===== src/hw/rtl/stsa_pkg.sv =====
// Shared types and constants of the staging slot suballocator.
// No dependencies; used by the slot store, the top level and the checker.
package stsa_pkg;

  localparam int unsigned SLOT_COUNT_DEF = 8;
  localparam int unsigned SLOT_IDX_W     = 4;   // enough for the largest slot count
  localparam int unsigned CAP_W          = 32;
  localparam int unsigned FILL_W         = 33;
  localparam int unsigned FENCE_W        = 64;
  localparam int unsigned USAGE_W        = 36;
  localparam int unsigned SIZE_W         = 32;
  localparam int unsigned ALIGN_W        = 5;
  localparam int unsigned COUNT_W        = 32;
  localparam logic [CAP_W-1:0] CAP_RESET = 32'd67108864;

  typedef enum logic [1:0] {
    KIND_ACQUIRE = 2'd0,
    KIND_MARK    = 2'd1,
    KIND_RECLAIM = 2'd2
  } kind_t;

  typedef enum logic [3:0] {
    ST_IDLE,
    ST_LAST_EVAL,
    ST_SCAN_READ,
    ST_SCAN_EVAL,
    ST_FIRST_IDLE,
    ST_FIT,
    ST_MARK,
    ST_RECL_READ,
    ST_RECL_EVAL,
    ST_DONE
  } state_t;

  // Access request from the sequencer to the slot store.
  typedef struct packed {
    logic [SLOT_IDX_W-1:0] rd_addr;
    logic [SLOT_IDX_W-1:0] wr_addr;
    logic                  fill_we;
    logic                  fill_clr;
    logic [FILL_W-1:0]     fill_data;
    logic                  fence_we;
    logic                  fence_clr;
    logic [FENCE_W-1:0]    fence_data;
  } store_req_t;

endpackage


===== src/hw/rtl/stsa_slot_store.sv =====
// Slot store: fill and fence memories with registered reads.
// Depends on stsa_pkg; entries that are not valid read as zero.
module stsa_slot_store #(
  parameter int unsigned SLOT_COUNT = stsa_pkg::SLOT_COUNT_DEF
) (
  input  logic                              clk,
  input  logic                              rst,
  input  stsa_pkg::store_req_t              req,
  output logic [stsa_pkg::FILL_W-1:0]       rd_fill,
  output logic [stsa_pkg::FENCE_W-1:0]      rd_fence
);
  import stsa_pkg::*;

  localparam int unsigned IW = (SLOT_COUNT > 1) ? $clog2(SLOT_COUNT) : 1;

  logic [FILL_W-1:0]  fill_mem  [SLOT_COUNT];
  logic [FENCE_W-1:0] fence_mem [SLOT_COUNT];
  logic [SLOT_COUNT-1:0] fill_vld;
  logic [SLOT_COUNT-1:0] fence_vld;
  logic [FILL_W-1:0]  fill_q;
  logic [FENCE_W-1:0] fence_q;
  logic               fill_q_vld;
  logic               fence_q_vld;
  logic [IW-1:0]      ra;
  logic [IW-1:0]      wa;

  assign ra = req.rd_addr[IW-1:0];
  assign wa = req.wr_addr[IW-1:0];

  always_ff @(posedge clk) begin
    if (req.fill_we) begin
      fill_mem[wa] <= req.fill_data;
    end
    if (req.fence_we) begin
      fence_mem[wa] <= req.fence_data;
    end
    fill_q  <= fill_mem[ra];
    fence_q <= fence_mem[ra];
  end

  always_ff @(posedge clk) begin
    if (rst) begin
      fill_vld    <= '0;
      fence_vld   <= '0;
      fill_q_vld  <= 1'b0;
      fence_q_vld <= 1'b0;
    end else begin
      if (req.fill_we) begin
        fill_vld[wa] <= 1'b1;
      end else if (req.fill_clr) begin
        fill_vld[wa] <= 1'b0;
      end
      if (req.fence_we) begin
        fence_vld[wa] <= 1'b1;
      end else if (req.fence_clr) begin
        fence_vld[wa] <= 1'b0;
      end
      fill_q_vld  <= fill_vld[ra];
      fence_q_vld <= fence_vld[ra];
    end
  end

  assign rd_fill  = fill_q_vld ? fill_q : '0;
  assign rd_fence = fence_q_vld ? fence_q : '0;

endmodule


===== src/hw/rtl/staging_slot_suballocator_core.sv =====
// Staging slot suballocator; depends on stsa_pkg and stsa_slot_store. Requests are
// worked one at a time and a new one is taken the cycle after the previous result is
// loaded. Reclaim walks every slot, and acquire tries the last granted slot and then
// scans the slots, each with a read state and an evaluate state per entry through the
// slot store's single read port.
// Synchronous active-high reset clears statistics, busy marks and store valid bits and reloads the reset capacity.
module staging_slot_suballocator_core #(
  parameter int unsigned SLOT_COUNT = stsa_pkg::SLOT_COUNT_DEF
) (
  input  logic         clk,
  input  logic         rst,
  // Request stream
  input  logic         s_tvalid,
  output logic         s_tready,
  input  logic [111:0] s_tdata,   // request_size[31:0], align_log2[36:32],
                                  // target_slot[40:37], fence_value[104:41], zero pad
  input  logic [1:0]   s_tuser,   // kind[1:0]
  // Result stream
  output logic         m_tvalid,
  input  logic         m_tready,
  output logic [151:0] m_tdata,   // granted_slot[2:0], granted_offset[34:3],
                                  // busy_slots[38:35], idle_slots[42:39],
                                  // usage_now[78:43], usage_peak[114:79],
                                  // oversized_total[146:115], zero pad
  output logic [1:0]   m_tuser,   // granted[0], oversized[1]
  // Capacity register write channel
  input  logic         cfg_valid,
  output logic         cfg_ready,
  input  logic [31:0]  cfg_data
);
  import stsa_pkg::*;

  localparam int unsigned IW = (SLOT_COUNT > 1) ? $clog2(SLOT_COUNT) : 1;
  localparam int unsigned CW = $clog2(SLOT_COUNT + 1);
  localparam logic [IW-1:0] LAST_IDX = IW'(SLOT_COUNT - 1);

  state_t state, state_next;

  // Latched request
  logic [SIZE_W-1:0]    size;
  logic [ALIGN_W-1:0]   alog;
  logic [SLOT_IDX_W-1:0] target;
  logic [FENCE_W-1:0]   fence;

  // Allocator state held in flops
  logic [CAP_W-1:0]      cap;
  logic [SLOT_COUNT-1:0] busy;
  logic [CW-1:0]         busy_cnt;
  logic [IW-1:0]         last_slot;
  logic [USAGE_W-1:0]    in_use;
  logic [USAGE_W-1:0]    peak;
  logic [COUNT_W-1:0]    fallbacks;

  // Working registers of the sequencer
  logic [IW-1:0]      idx;
  logic [IW-1:0]      chosen;
  logic [FILL_W-1:0]  chosen_fill;
  logic               res_granted;
  logic               res_over;
  logic [2:0]         res_slot;
  logic [SIZE_W-1:0]  res_off;

  store_req_t         sreq;
  logic [FILL_W-1:0]  rd_fill;
  logic [FENCE_W-1:0] rd_fence;

  stsa_slot_store #(.SLOT_COUNT(SLOT_COUNT)) u_store (
    .clk      (clk),
    .rst      (rst),
    .req      (sreq),
    .rd_fill  (rd_fill),
    .rd_fence (rd_fence)
  );

  assign cfg_ready = 1'b1;
  assign s_tready  = (state == ST_IDLE);

  logic accept;
  assign accept = s_tvalid && s_tready;

  // An acquire larger than the capacity is oversized straight away.
  logic early_over;
  assign early_over = accept && (s_tuser == KIND_ACQUIRE) && (s_tdata[31:0] > cap);

  // A slot has room when it is not in flight and its fill plus the request fits.
  logic [FILL_W:0] room_sum;
  logic            room_ok;
  logic            cur_busy;
  assign cur_busy = (state == ST_LAST_EVAL) ? busy[last_slot] : busy[idx];
  assign room_sum = {1'b0, rd_fill} + (FILL_W+1)'(size);
  assign room_ok  = !cur_busy && (room_sum <= (FILL_W+1)'(cap));

  // First slot not in flight, for the fallback that restarts a slot at zero.
  logic          idle_found;
  logic [IW-1:0] idle_idx;
  always_comb begin
    idle_found = 1'b0;
    idle_idx   = '0;
    for (int i = 0; i < SLOT_COUNT; i++) begin
      if (!idle_found && !busy[i]) begin
        idle_found = 1'b1;
        idle_idx   = IW'(i);
      end
    end
  end

  // Alignment of the chosen fill and the resulting end of the region.
  logic [FILL_W:0]   align_mask;
  logic [FILL_W:0]   aligned;
  logic [FILL_W+1:0] region_end;
  logic              fit_ok;
  assign align_mask = ((FILL_W+1)'(1) << alog) - (FILL_W+1)'(1);
  assign aligned    = ({1'b0, chosen_fill} + align_mask) & ~align_mask;
  assign region_end = {1'b0, aligned} + (FILL_W+2)'(size);
  assign fit_ok     = region_end <= (FILL_W+2)'(cap);

  // Usage arithmetic with saturation at both ends.
  logic [USAGE_W:0]   use_sum;
  logic [USAGE_W-1:0] use_add;
  logic [USAGE_W-1:0] use_sub;
  assign use_sum = {1'b0, in_use} + (USAGE_W+1)'(size);
  assign use_add = use_sum[USAGE_W] ? '1 : use_sum[USAGE_W-1:0];
  assign use_sub = (in_use > USAGE_W'(cap)) ? (in_use - USAGE_W'(cap)) : '0;

  logic recl_hit;
  assign recl_hit = busy[idx] && (rd_fence <= fence);

  logic mark_ok;
  assign mark_ok = ({1'b0, target} < (SLOT_IDX_W+1)'(SLOT_COUNT));

  // Next state and store requests.
  always_comb begin
    state_next      = state;
    sreq            = '0;
    sreq.rd_addr    = SLOT_IDX_W'(idx);
    sreq.wr_addr    = SLOT_IDX_W'(idx);
    unique case (state)
      ST_IDLE: begin
        // Read the last granted slot ahead of a possible acquire.
        sreq.rd_addr = SLOT_IDX_W'(last_slot);
        if (accept) begin
          unique case (s_tuser)
            KIND_ACQUIRE: begin
              if (s_tdata[31:0] > cap) begin
                state_next = ST_DONE;
              end else begin
                state_next = ST_LAST_EVAL;
              end
            end
            KIND_MARK:    state_next = ST_MARK;
            KIND_RECLAIM: state_next = ST_RECL_READ;
            default:      state_next = ST_DONE;
          endcase
        end
      end
      ST_LAST_EVAL: begin
        state_next = room_ok ? ST_FIT : ST_SCAN_READ;
      end
      ST_SCAN_READ: begin
        state_next = ST_SCAN_EVAL;
      end
      ST_SCAN_EVAL: begin
        if (room_ok) begin
          state_next = ST_FIT;
        end else if (idx == LAST_IDX) begin
          state_next = ST_FIRST_IDLE;
        end else begin
          state_next = ST_SCAN_READ;
        end
      end
      ST_FIRST_IDLE: begin
        sreq.wr_addr  = SLOT_IDX_W'(idle_idx);
        sreq.fill_clr = idle_found;
        state_next    = idle_found ? ST_FIT : ST_DONE;
      end
      ST_FIT: begin
        sreq.wr_addr   = SLOT_IDX_W'(chosen);
        sreq.fill_we   = fit_ok;
        sreq.fill_data = region_end[FILL_W-1:0];
        state_next     = ST_DONE;
      end
      ST_MARK: begin
        sreq.wr_addr    = target;
        sreq.fence_we   = mark_ok;
        sreq.fence_data = fence;
        state_next      = ST_DONE;
      end
      ST_RECL_READ: begin
        state_next = ST_RECL_EVAL;
      end
      ST_RECL_EVAL: begin
        sreq.fill_clr  = recl_hit;
        sreq.fence_clr = recl_hit;
        state_next     = (idx == LAST_IDX) ? ST_DONE : ST_RECL_READ;
      end
      ST_DONE: begin
        if (!m_tvalid || m_tready) begin
          state_next = ST_IDLE;
        end
      end
      default: state_next = ST_IDLE;
    endcase
  end

  always_ff @(posedge clk) begin
    if (rst) begin
      state <= ST_IDLE;
    end else begin
      state <= state_next;
    end
  end

  // Latch the request fields on accept.
  always_ff @(posedge clk) begin
    if (accept) begin
      size   <= s_tdata[31:0];
      alog   <= s_tdata[36:32];
      target <= s_tdata[40:37];
      fence  <= s_tdata[104:41];
    end
  end

  // Allocator state and sequencer working registers.
  always_ff @(posedge clk) begin
    if (rst) begin
      cap         <= CAP_RESET;
      busy        <= '0;
      busy_cnt    <= '0;
      last_slot   <= '0;
      in_use      <= '0;
      peak        <= '0;
      fallbacks   <= '0;
      res_granted <= 1'b0;
      res_over    <= 1'b0;
      idx         <= '0;
    end else begin
      if (cfg_valid && cfg_ready) begin
        cap <= cfg_data;
      end
      unique case (state)
        ST_IDLE: begin
          idx         <= '0;
          res_granted <= 1'b0;
          res_over    <= early_over;
          res_slot    <= '0;
          res_off     <= '0;
          if (early_over && (fallbacks != '1)) begin
            fallbacks <= fallbacks + COUNT_W'(1);
          end
        end
        ST_LAST_EVAL: begin
          chosen      <= last_slot;
          chosen_fill <= rd_fill;
        end
        ST_SCAN_READ: begin
        end
        ST_SCAN_EVAL: begin
          chosen      <= idx;
          chosen_fill <= rd_fill;
          if (!room_ok && (idx != LAST_IDX)) begin
            idx <= idx + IW'(1);
          end
        end
        ST_FIRST_IDLE: begin
          chosen      <= idle_idx;
          chosen_fill <= '0;
          if (!idle_found) begin
            res_over <= 1'b1;
            if (fallbacks != '1) begin
              fallbacks <= fallbacks + COUNT_W'(1);
            end
          end
        end
        ST_FIT: begin
          if (fit_ok) begin
            res_granted <= 1'b1;
            res_slot    <= 3'(chosen);
            res_off     <= aligned[SIZE_W-1:0];
            last_slot   <= chosen;
            in_use      <= use_add;
            if (use_add > peak) begin
              peak <= use_add;
            end
          end else begin
            res_over <= 1'b1;
            if (fallbacks != '1) begin
              fallbacks <= fallbacks + COUNT_W'(1);
            end
          end
        end
        ST_MARK: begin
          if (mark_ok) begin
            busy[target[IW-1:0]] <= 1'b1;
            if (!busy[target[IW-1:0]]) begin
              busy_cnt <= busy_cnt + CW'(1);
            end
          end
        end
        ST_RECL_READ: begin
        end
        ST_RECL_EVAL: begin
          if (recl_hit) begin
            busy[idx] <= 1'b0;
            busy_cnt  <= busy_cnt - CW'(1);
            in_use    <= use_sub;
          end
          if (idx != LAST_IDX) begin
            idx <= idx + IW'(1);
          end
        end
        ST_DONE: begin
        end
        default: begin
        end
      endcase
    end
  end

  // Output register: loaded as the sequencer leaves its done state.
  logic load_out;
  assign load_out = (state == ST_DONE) && (!m_tvalid || m_tready);

  always_ff @(posedge clk) begin
    if (rst) begin
      m_tvalid <= 1'b0;
    end else if (load_out) begin
      m_tvalid <= 1'b1;
    end else if (m_tready) begin
      m_tvalid <= 1'b0;
    end
  end

  always_ff @(posedge clk) begin
    if (load_out) begin
      m_tuser <= {res_over, res_granted};
      m_tdata <= {5'b0, fallbacks, peak, in_use,
                  4'(CW'(SLOT_COUNT) - busy_cnt), 4'(busy_cnt), res_off, res_slot};
    end
  end

endmodule


===== config.mk =====
export PLATFORM = sky130hd
export DESIGN_NAME = staging_slot_suballocator_core
export DESIGN_NICKNAME = d
export VERILOG_FILES = /design/src/hw/rtl/stsa_pkg.sv /design/src/hw/rtl/stsa_slot_store.sv /design/src/hw/rtl/staging_slot_suballocator_core.sv
export SDC_FILE = /design/constraint.sdc
export NUM_CORES = 2
export LEC_CHECK = 0
export BUFFER_PORTS_ARGS = -buffer_cell sky130_fd_sc_hd__buf_2
export CORE_AREA = 8 8 426 428
export CTS_CLUSTER_SIZE = 20
export DETAILED_ROUTE_END_ITERATION = 6
export DIE_AREA = 0 0 434 436
export GPL_TIMING_DRIVEN = 0
export SETUP_SLACK_MARGIN = 0.4
export SYNTH_ARGS = -nofsm -noshare
export SYNTH_HDL_FRONTEND = slang
export SYNTH_SLANG_ARGS = --single-unit

===== constraint.sdc =====
create_clock -name clk -period 15 [get_ports clk]
set_input_delay 3 -clock clk [delete_from_list [all_inputs] [get_ports clk]]
set_output_delay 3 -clock clk [all_outputs]
set_load 0.005 [all_outputs]

; ---- Word-level counts from Yosys, hierarchy flattened
; Memories as Yosys holds them, arrays and structs flattened. A register that Yosys moved wholly into a read port is not among the register bits.
; Index checks and enable logic that the tools add are counted.
[classes]
shift = 1
n_lt_le_gt_ge = 15
bitwise = 11
n_reduce_logical = 62
n_addsub = 11
eq_ne = 25
muxes = 93
[op_table]
columns = cell, count
row1 = $mux 32, 5
row2 = $mux 36, 4
row3 = $mux 64, 2
row4 = $pmux 32 s3, 1
row5 = $pmux 36 s2, 1
row6 = $mux 33, 2
row7 = $pmux 33 s2, 1
row8 = $le 64x64->1, 1
row9 = $pmux 32 s2, 1
row10 = $mux 8, 6
row11 = $add 36x32->37, 1
row12 = $gt 36x32->1, 1
row13 = $gt 36x36->1, 1
row14 = $mux 3, 12
row15 = $mux 4, 9
row16 = $pmux 4 s9, 1
row17 = $sub 36x32->36, 1
row18 = $add 34x32->35, 1
row19 = $le 35x32->1, 1
row20 = $add 33x32->34, 1
row21 = $add 33x34->34, 1
row22 = $and 34x34->34, 1
row23 = $le 34x32->1, 1
row24 = $not 34->34, 1
row25 = other kinds (47), 161
[word_totals]
n_memories = 2
word_cells = 246
mem_bits_rw = 776
register_bits = 504
output_inout_bits = 157
[mem_list]
columns = name, words, width, read_ports, rd_clocked_by_memory_dff, write_ports, line
row1 = u_store.fence_mem, 8, 64, 1, 1, 1, stsa_slot_store.sv:17  ; logic [FENCE_W-1:0] fence_mem [SLOT_COUNT];
row2 = u_store.fill_mem, 8, 33, 1, 1, 1, stsa_slot_store.sv:16  ; logic [FILL_W-1:0] fill_mem [SLOT_COUNT];

; ---- Longest topological paths before layout
[logic_depth]
depth_word = 30
ltp_mapped = 52

; ---- Hierarchy
; A second synthesis with hierarchy kept.
[hier_totals]
cells_unflattened = 4823
area_unflattened_um2 = 65058.6
[modules_own_cells]
columns = mod, cells_each, n_inst, area_each_um2
row1 = stsa_slot_store, 1423, 1, 32706.4
row2 = staging_slot_suballocator_core, 3400, 1, 32352.3

; ---- Worst setup path before layout
; Ideal clock, no wire load.
[synth_timing]
kind = input-to-reg
from = input m_tready
to = register m_tdata[0] (enable)
t_arrival_ns = 9.647
setup_ns = 0.674
slack_ns = 4.679
cell_stages = 2
cell_sequence = nand2b_1 -> nor2b_1
[synth_via]
elab_chain_len = 2
[synth_lines]
columns = item, line
row1 = start: declaration, staging_slot_suballocator_core.sv:20  ; input logic m_tready,
row2 = $logic_or 1x1->1, staging_slot_suballocator_core.sv:321  ; assign load_out = (state == ST_DONE) && (!m_tvalid || m_tready);
row3 = $logic_and 1x1->1, staging_slot_suballocator_core.sv:321
row4 = net load_out, staging_slot_suballocator_core.sv:320  ; logic load_out;
row5 = end signal: assignment, staging_slot_suballocator_core.sv:336  ; m_tdata <= {5'b0, fallbacks, peak, in_use,
row6 = end: declaration, staging_slot_suballocator_core.sv:21  ; output logic [151:0] m_tdata,
; The timed path passes the listed nets, and every way through them passes these cells.
; A chain may end at the register's enable or synchronous reset.

; ---- Worst setup path in the final report
[layout_timing]
from = register alog[3]
to = memory u_store.fill_mem[0][13] (enable)
[layout_via]
elab_chain_len = 9
[layout_lines]
columns = item, line
row1 = start: declaration, staging_slot_suballocator_core.sv:41  ; logic [ALIGN_W-1:0] alog;
row2 = start signal: assignment, staging_slot_suballocator_core.sv:217  ; alog <= s_tdata[36:32];
row3 = $shl 1x5->34 *, staging_slot_suballocator_core.sv:112  ; assign align_mask = ((FILL_W+1)'(1) << alog) - (FILL_W+1)'(1);
row4 = $sub 34x2->34 *, staging_slot_suballocator_core.sv:112
row5 = $add 33x34->34 or $not 34->34 (tied branches), staging_slot_suballocator_core.sv:113  ; assign aligned = ({1'b0, chosen_fill} + align_mask) & ~align_mask;
row6 = $and 34x34->34 *, staging_slot_suballocator_core.sv:113
row7 = net aligned[19], staging_slot_suballocator_core.sv:109  ; logic [FILL_W:0] aligned;
row8 = $add 34x32->35 *, staging_slot_suballocator_core.sv:114  ; assign region_end = {1'b0, aligned} + (FILL_W+2)'(size);
row9 = $le 35x32->1 *, staging_slot_suballocator_core.sv:115  ; assign fit_ok = region_end <= (FILL_W+2)'(cap);
row10 = $mux 1 *, staging_slot_suballocator_core.sv:137  ; unique case (state)
row11 = $mux 1 *, stsa_slot_store.sv:31  ; if (req.fill_we) begin
row12 = $mux 1 (not written as such) *, stsa_slot_store.sv:32  ; fill_mem[wa] <= req.fill_data;
row13 = end: declaration, stsa_slot_store.sv:16
; The timed path passes the listed nets; every way through them passes the cells marked *.

==> flow_summary.json <==
{
  "status": "complete, no violations",
  "num_rows": 154,
  "reg2reg_from": "alog[3]",
  "die_y_um": 436,
  "grt_pass1_wl_um": 258000,
  "hp-class": "register to register",
  "min_to": "m_tdata[26]",
  "min_period_ps": 11380,
  "hold_viol": 0,
  "cts_made_buffers": 141,
  "drive_gt1_share_pct": 17.3,
  "filler_cell_count": 16100,
  "ff2ff_setup_slack_ps": 3620,
  "tightest_slew_ps": 1400,
  "p_per_area_nw_per_um2": 155,
  "area_delta_synth_final_pct": 15.4,
  "peakVddDrop_uv": 135,
  "required_ps": 15470,
  "synthArstFlopShare_pct": 0,
  "drt_iter0_drc": 3832,
  "ff_latch_area_um2": 38600,
  "grt_pass1_vias": 40100,
  "fin_skew_ps": 36.5,
  "dp_slack_ps": 3790,
  "postLayoutSetupSlackWorst_ps": 3620,
  "multi_input_area_um2": 23900,
  "cp_max_fo": 18,
  "grt_max_degree": 61,
  "io_pins": 308,
  "hold_path_depth": 0,
  "crit_path_end_kind": "register",
  "drv_slew": 0,
  "die-area_um2": 189000,
  "ys.flop_type": "edfxtp_1",
  "crit_path_start_kind": "register",
  "vias": 40600,
  "hold_start": "res_off[23]",
  "rsz0062_at_grt": "false",
  "insertion_delay_ps": 790,
  "synth_cell_types": 91,
  "via_per_inst": 5.34,
  "coreArea_um2": 175000,
  "clockBufferDepth": 3,
  "ys.warnings.count": 0,
  "wl_um": 176000,
  "cts_resized": 0,
  "ys_seq_area_share_pct": 60.2,
  "setup_violations": 0,
  "synth_edf_count": 1100,
  "dp_hpwl_um": 127000,
  "timing.fmax_ghz": 0.0879,
  "crit_slowest_cell": "a221oi_4",
  "maxCapViolations": 0,
  "fin_crit_sh_pct": 75.9,
  "grt_usage_pct": 17.9,
  "drc_errors": 0,
  "overflow": 0,
  "r2r_end": "u_store.fill_mem[0][13]",
  "htree_levels": 4,
  "cts_hold_buf": 0,
  "start_util_pct": 36.6,
  "fin_tns_setup_ps": 0,
  "ys_ff_latch": 1376,
  "die_w_um": 434,
  "cpMostUsedCell": "a21o_1",
  "postCtsSetupBuffers": 0,
  "cts.sinks": 1376,
  "maxSlewHeadroom_pct": 4.33,
  "ctsRootBufferMaster": "clkbuf_16",
  "globalplace.congestion": 0.925,
  "cpPeakStageDelay_ps": 720,
  "worst_r2r_path_depth": 47,
  "dr.pass1.iters": 5,
  "critical_path_class": "register to register",
  "clk_pin_slew_ps": 60,
  "leakagePower_nw": 27.4,
  "wl_per_cell_um": 23.1,
  "syn-instance-count": 4675,
  "nets": 5669,
  "drtAntennaViolNets": 0,
  "critPathArrivalTime_ps": 11850,
  "syn_avg_cell_area_um2": 13.7,
  "numPortBuffers": 292,
  "syn_area_um2": 64000,
  "cts_tree": "done",
  "antenna_found_initial": 17
}
[cell usage after synthesis, drive strengths merged (7+ instances only)]
cell / number / area, µm²
a211o: 8 / 70.1
nand4: 61 / 382
nor2: 274 / 1030
a22oi: 36 / 270
a221oi: 7 / 78.8
o211ai: 17 / 128
o21ai: 156 / 788
o21a: 34 / 255
and2: 258 / 1610
a221o: 7 / 70.1
mux2i: 46 / 460
mux2: 101 / 1140
nor2b: 32 / 200
or3: 21 / 131
edfxtp: 1100 / 33000
o221ai: 9 / 78.8
a31oi: 24 / 150
or4: 8 / 63.8
and4: 9 / 78.8
clkbuf: 138 / 518
xor2: 42 / 368
o31ai: 20 / 150
o21bai: 28 / 210
and3: 49 / 307
nor4: 11 / 68.8
inv: 235 / 882
o2111ai: 9 / 96.4
mux4: 204 / 4590
buf: 37 / 196
nand2: 193 / 732
xnor2: 112 / 981
nand3: 60 / 305
a21o: 140 / 1050
ha: 368 / 4600
dfxtp: 276 / 5530
nand2b: 39 / 244
a211oi: 89 / 673
a21oi: 241 / 1210
or2: 14 / 87.6
nor3: 72 / 360
[stage by stage]
step,cell area [µm²],power [W],instances,hold WS (ps),util [%]
after floorplan,64100,0.00683,4681,400,-
after global placement,68500,0.00791,7313,402,39.1
after detailed placement,69100,0.00794,7341,405,39.5
after CTS,73900,0.0115,7605,417,42.2
after global routing,73900,0.0120,7610,414,42.2
final,73900,0.0115,7615,415,42.2
[worst max-delay path: cells and delay by family (launching register included)]
kind | cells | cell delay, ps
flops | 1 | 520
simple gates | 12 | 2340
fa+ha+maj | 4 | 1160
xor+xnor | 2 | 380
compound gates | 23 | 5110
buf+inv | 6 | 1520
[worst max-delay path by stage]
stage,from,cells past startpoint,endpoint,slack [ps]
after floorplan,m_tready,2,m_tdata[0],4680
after global placement,m_tready,3,m_tdata[33],1410
after detailed placement,alog[3],45,u_store.fill_mem[0][6],3790
after CTS,alog[3],47,u_store.fill_mem[0][13],3710
after global routing,alog[2],47,u_store.fill_mem[0][13],2940
final,alog[3],47,u_store.fill_mem[0][13],3620
[registers in the layout, indices dropped and copies added, names as in the netlist, 3 cells and up, named ones only]
register and cells:
size 32, m_tdata 146, u_store.fill_q 33, alog 5, fence 64, res_off 32, chosen 3, busy 8
state 4, busy_cnt 4, u_store.fence_q 64, chosen_fill 33, in_use 36, peak 36, target 4, u_store.fence_mem 512
fallbacks 32, res_slot 3, u_store.fill_mem 264, last_slot 3, idx 3, cap 32
[placed cells by master, fill, tap and decap left out, types with 152 or more instances in the layout]
| master | instances |
|---|---|
| edfxtp_1 | 1100 |
| ha_1 | 368 |
| buf_2 | 305 |
| dfxtp_1 | 276 |
| nor2_1 | 272 |
| and2_1 | 258 |
| a21oi_1 | 238 |
| inv_1 | 217 |
| mux4_2 | 204 |
| nand2_1 | 192 |
| clkbuf_1 | 159 |
| o21ai_0 | 152 |
[final cells by class]
type / count / area share (%)
clock inverter: 96 / 1.40
multi-input combinational: 2892 / 32.4
timing repair buffer: 320 / 2.80
sequential: 1376 / 52.2
buffer: 175 / 0.967
inverter: 238 / 1.23
antenna: 10 / 0.0339
clock buffer: 168 / 5.04
tap: 2340 / 3.96
[layer usage]
layer  share of wire, %  routed length [µm]  vias up  global-route usage [%]
met2                 48               84100     1266                    29.7
met5              0.012                  21        -                       0
met1                 43               76300    20300                    24.3
met4                2.9                5060        4                    5.72
li1                   -                   -    18800                       -
met3                5.8               10200      256                    2.65
[where the power goes]
part	internal [W]	switching, W
registers	0.00443	0.000180
logic	0.00122	0.00207
clock network	0.00205	0.00154
[kinds of logic (layout without fill, tap and decap cells)]
logic type | after synthesis | after routing | synth area share [%]
DFF | 1376 | 1376 | 60.2
and+or+nand+nor | 1120 | 1120 | 8.99
AOI/OAI and AO/OA | 885 | 885 | 9.13
buffers and inverters | 413 | 997 | 2.51
adders and majority gates | 374 | 374 | 7.38
muxes | 351 | 351 | 9.67
xor gates and xnor gates | 154 | 154 | 2.11
other | 2 | 18 | 0.0117
No activity file was read; power rests on OpenSTA's default activity.
